`config.mk`:
```
export PLATFORM = sky130hd
export DESIGN_NAME = epm_sqrt
export DESIGN_NICKNAME = d
export VERILOG_FILES = /design/src/hw/rtl/epm_pkg.sv /design/src/hw/rtl/epm_sqrt.sv
export SDC_FILE = /design/constraint.sdc
export NUM_CORES = 2
export LEC_CHECK = 0
export ABC_AREA = 0
export BUFFER_PORTS_ARGS = -buffer_cell sky130_fd_sc_hd__buf_2
export CAP_MARGIN = 30
export CORE_MARGIN = 3
export CORE_UTILIZATION = 61
export CTS_CLUSTER_DIAMETER = 40
export DETAILED_ROUTE_END_ITERATION = 8
export GPL_TIMING_DRIVEN = 0
export PLACE_DENSITY_LB_ADDON = 0.3
export SYNTH_ARGS = -nofsm -noshare
export SYNTH_HDL_FRONTEND = slang
export SYNTH_SLANG_ARGS = --single-unit
export TNS_END_PERCENT = 1
```
`constraint.sdc`:
```
create_clock -name clk -period 4.13 [get_ports clk]
set_clock_uncertainty 0.05 [all_clocks]
set_input_delay 0.2065 -clock clk [delete_from_list [all_inputs] [get_ports clk]]
set_output_delay 0.2065 -clock clk [all_outputs]
set_load 0.005 [all_outputs]
```
`src/hw/rtl/epm_pkg.sv`:
```
// Package for the Euler conserved-to-primitive converter.
// Holds request/result structs, internal stage structs, constants and the
// signed saturation helper. No dependencies.
package epm_pkg;

  localparam int GammaW = 18;
  localparam logic [GammaW-1:0] GAMMA_RST = 18'd91750;
  localparam logic [GammaW-1:0] Q_ONE = 18'd65536;
  localparam logic [30:0] MACH_MAX = 31'h7FFF_FFFF;

  localparam logic STATUS_OK = 1'b0;
  localparam logic STATUS_NONPOS = 1'b1;

  typedef struct packed {
    logic [30:0]        density;
    logic signed [31:0] momentum_x;
    logic signed [31:0] momentum_y;
    logic [30:0]        total_energy;
    logic               last_cell;
  } epm_in_t;

  typedef struct packed {
    logic [30:0]        density_out;
    logic signed [31:0] velocity_x;
    logic signed [31:0] velocity_y;
    logic signed [31:0] pressure;
    logic [30:0]        mach_number;
    logic               status;
    logic               last_out;
  } epm_out_t;

  // per-cell data carried alongside the front end and first divider
  typedef struct packed {
    logic [30:0] rho;
    logic [30:0] en;
    logic        nx;
    logic        ny;
    logic        last;
  } epm_cell_t;

  // finished fields carried alongside the Mach divider and square root
  typedef struct packed {
    logic [30:0] rho;
    logic [31:0] vx;
    logic [31:0] vy;
    logic [31:0] pbits;
    logic        status;
    logic        force_max;
    logic        last;
  } epm_tail_t;

  // sign/magnitude to saturated signed 32-bit
  function automatic logic [31:0] sat_s32(input logic neg, input logic [63:0] mag);
    logic [63:0] twos;
    logic [31:0] res;
    twos = ~mag + 64'd1;
    if (neg) begin
      res = (mag >= 64'h8000_0000) ? 32'h8000_0000 : twos[31:0];
    end else begin
      res = (mag > 64'h7FFF_FFFF) ? 32'h7FFF_FFFF : mag[31:0];
    end
    return res;
  endfunction

endpackage

```
`src/hw/rtl/epm_sqrt.sv`:
```
// Pipelined digit-by-digit integer square root, one root bit per stage.
// Floor of the root of a 2*RW-bit value, with sideband. Uses epm_pkg.
module epm_sqrt
  import epm_pkg::*;
#(
  parameter int RW = 31,
  parameter int SW = 1
) (
  input  logic            clk,
  input  logic            rst_n,
  input  logic            in_vld,
  input  logic [2*RW-1:0] in_x,
  input  logic [SW-1:0]   in_side,
  output logic            out_vld,
  output logic [RW-1:0]   out_root,
  output logic [SW-1:0]   out_side
);

  localparam int REMW = RW + 2;

  logic              vld_r  [RW+1];
  logic [2*RW-1:0]   x_r    [RW+1];
  logic [REMW-1:0]   rem_r  [RW+1];
  logic [RW-1:0]     root_r [RW+1];
  logic [SW-1:0]     side_r [RW+1];

  always_ff @(posedge clk) begin
    if (!rst_n) begin
      vld_r[0] <= 1'b0;
    end else begin
      vld_r[0] <= in_vld;
    end
    x_r[0]    <= in_x;
    rem_r[0]  <= '0;
    root_r[0] <= '0;
    side_r[0] <= in_side;
  end

  for (genvar k = 1; k <= RW; k++) begin : g_stage
    logic [REMW+1:0] sh;
    logic [REMW+1:0] trial;
    logic            ge;
    assign sh    = {rem_r[k-1], x_r[k-1][2*RW-1:2*RW-2]};
    assign trial = (REMW+2)'({root_r[k-1], 2'b01});
    assign ge    = (sh >= trial);

    always_ff @(posedge clk) begin
      if (!rst_n) begin
        vld_r[k] <= 1'b0;
      end else begin
        vld_r[k] <= vld_r[k-1];
      end
      rem_r[k]  <= ge ? REMW'(sh - trial) : REMW'(sh);
      root_r[k] <= {root_r[k-1][RW-2:0], ge};
      x_r[k]    <= {x_r[k-1][2*RW-3:0], 2'b00};
      side_r[k] <= side_r[k-1];
    end
  end

  assign out_vld  = vld_r[RW];
  assign out_root = root_r[RW];
  assign out_side = side_r[RW];

endmodule

```
==> run summary <==
Final setup viols: 0
Crit Path Class: reg2reg
Routed WL: 210,000 um
Residual DRC count: 0
Fin. Hold Viols: 0
Gpl congestion: 0.932
Largest net degree at the start of global routing: 17
Area growth, synth to finish: 15.7%
Slew headroom: 27.0%
Clock H-tree levels: 5
Switching pwr: 18,500 uW
Hold Path Class: in2reg
Vias in the first global route: 64,046
Number of flops mapped to enable cells by yosys: 0
Final setup margin: 0.00102 ns
Register bit total from synthesis: 2,494
Fin crit share: 100%
Cell Int Power: 47,700 uW
Max VDD drop: 486 uV
Run status: finished clean
Switching portion of total power: 27.9%
Clock Sink Count: 2,494
Starting DRC count in detailed routing: 4,170
Setup Buffers After CTS: 0
Syn_nets: 9,341
DR vias/cell: 5.54
Yosys cell types: 98
Final core utilization: 71.2%
RSZ-0062 raised after global routing: true
Initial Util: 61.5%
Post-DRT Antenna Nets: 0
CP arrival: 4.78 ns
Fin Setup TNS: 0 ns
Clock share of power: 38.5%
CP Cell Sequence: inv_1 -> ha_1 -> o21a_1 -> nor2_1 -> o31ai_1 -> a311o_1 -> o21a_1 -> o211ai_1 -> nand2_1 -> clkbuf_1 -> clkbuf_1 -> a21oi_1
WP buf/inv: 3
GRT Util Overall: 27.3%
CP Capture Type: flop
Cell family with most CP delay: compound AO/OA/AOI/OAI gates
I/O Buffers: 98
Io pins: 99
Multi-input gate area: 36,600 um2
Flop pwr share: 46.4%
Top-count cell post-synth: dfxtp_1
CTS tree: yes
Fmax: 242 MHz
Async SR Flop Fraction: 0%
Nets: 9,866
Comb power frac: 15.1%
Worst skew pair latency: 0.88 ns
Syn avg cell area: 10.2 um2
Antenna violations before repair: 8
Die area: 152,000 um2
Req. time, crit path: 4.78 ns
Slowest library cell on the worst path: clkbuf_1
Worst path max stage delay: 0.54 ns
Dominant cells by area after synthesis: dfxtp_1, ha_1, xnor2_1, xor2_1, a21oi_1
Total CTS buffers: 292
Design Power: 66,200 uW
Area leader, netlist: dfxtp_1
Cells after synthesis: 8,747
Routed WL per cell: 18.4 um
Top_reg_cell synth: dfxtp_1
Commonest cells post-synth: dfxtp_1, inv_1, nand2_1
Area fraction of the dominant cell type after synthesis: 55.7%
Die X: 389 um
Leakage power: 0.0486 uW
Minimum clock period after layout: 4.13 ns
Via count: 63,211
Post-synthesis cell area: 89,600 um2
First-pass GRT wire length: 335,000 um
CTS Buffer Depth: 4
Total gr overflow: 0
Warnings from Yosys: 0
Startpoint types: flop
First-pass detailed-route iteration total: 8
Core Region: 146,000 um2
Row count: 140
Tightest Pin Transition: 1.09 ns
Slew Viols, Final: 0
FF+latch area: 49,900 um2
Crit Path Max Fanout: 10
Reg clk slew, reported paths: 0.06 ns
Fill cell count: 10,472
Die height: 389 um
MaxCap Viol Count: 0
Sequential area share after synthesis: 55.7%
DP Wirelength: 148,000 um
PD cells: 638 nW/um2
CTS Root Cell: clkbuf_16
Layout cells sized above 1: 8.22%
Pre-CTS setup slack: -0.845 ns
[worst reg2reg max path: cells and delay by family, from the launching register on]
family | cells | cell delay (ns)
AO/OA/AOI/OAI | 6 | 1.63
AND/OR/NAND/NOR | 2 | 0.34
buffers and inverters | 3 | 1.16
adder cells (fa/ha/maj) | 1 | 0.38
flip-flops | 1 | 0.43
[power groups by stage]
| stage | Clock (uW) | Sequential (uW) | Combinational [uW] |
|---|---|---|---|
| after global routing | 26900 | 31100 | 11100 |
| after global placement | 0 | 31000 | 9440 |
| final | 25500 | 30700 | 9990 |
| after CTS | 25900 | 30700 | 9860 |
| after detailed placement | 0 | 31100 | 9600 |
| after floorplan | 0 | 30100 | 7470 |
[cell families after synthesis]
kind of cell / Yosys count / synth area share [%]
AOI/OAI and AO/OA: 1761 / 12.3
xor gates and xnor gates: 765 / 7.47
DFF: 2494 / 55.7
adders and majority gates: 528 / 7.37
muxes: 84 / 1.03
other: 1 / 0.00418
buffers and inverters: 848 / 3.59
and+or+nand+nor: 2266 / 12.5
[stage by stage]
step | cell area [um2] | cells | hold WS (ns)
after CTS | 104000 | 11397 | 0.00110
final | 104000 | 11403 | 0.123
after global placement | 92500 | 10762 | 0.259
after global routing | 104000 | 11401 | 0.0907
after detailed placement | 92500 | 10763 | 0.260
after floorplan | 89600 | 8747 | 0.184
[per-layer routing]
layer  track usage (%)  up-vias  wire, um
met4              9.25        4      5980
met5                 0        -        27
met1              34.5    29851     89600
met2              47.4     1901    103000
li1                  -    31012         -
met3              4.54      443     11400
[worst paths after layout]
check	end	from	slack, ns	depth (start not counted)
worst min register to register	x_r[19][55]	x_r[18][53]	0.24	0
worst max-delay path	rem_r[21][11]	root_r[2][126]	0.001	12
worst max register to register	rem_r[21][11]	root_r[2][126]	0.001	12
worst min-delay path	vld_r[17]	rst_n	0.12	3
[sequential cells by signal, indices dropped and copies added (netlist names)]
register  count
x_r         992
vld_r        32
rem_r       942
root_r      496
side_r       32
[layout by cell type (no fill, tap or decap), types with 44 or more instances in the layout]
master,Yosys,layout
a21oi_1,521,521
nand4_1,80,80
nor3_1,223,223
xor2_1,378,378
nor4_1,105,104
inv_1,673,673
dfxtp_1,2494,2494
clkbuf_1,146,169
or4_1,70,70
buf_2,12,111
xnor2_1,387,387
clkbuf_16,0,296
nand3_1,138,138
nand2b_1,92,92
o31ai_1,76,74
o21ai_0,445,443
mux2_2,69,69
nor2_1,535,535
o21a_1,101,101
a21o_1,233,232
a31oi_1,53,52
and2_1,70,70
dlygate4sd3_1,0,131
nor2b_1,69,69
ha_1,528,528
or2_2,48,48
or3_1,83,83
and3_1,44,44
o21bai_1,44,44
nand2_1,598,598
[layout make-up]
| cell class | instances | share of cell area, % |
|---|---|---|
| clock buffer | 357 | 7.64 |
| multi-input combinational | 5405 | 35.3 |
| inverter | 677 | 2.45 |
| antenna | 4 | 0.00965 |
| timing repair buffer | 232 | 1.76 |
| buffer | 170 | 0.661 |
| tap | 1917 | 2.31 |
| sequential | 2494 | 48.1 |
| clock inverter | 147 | 1.75 |
[what timing repair did]
item / in CTS / in global routing
hold buffers: 131 / 0
gates resized for setup: 13 / 24
endpoints found under the hold margin: 95 / 0
setup endpoints to repair: 88 / 181
Note: power is estimated with default switching activity, not from simulation.
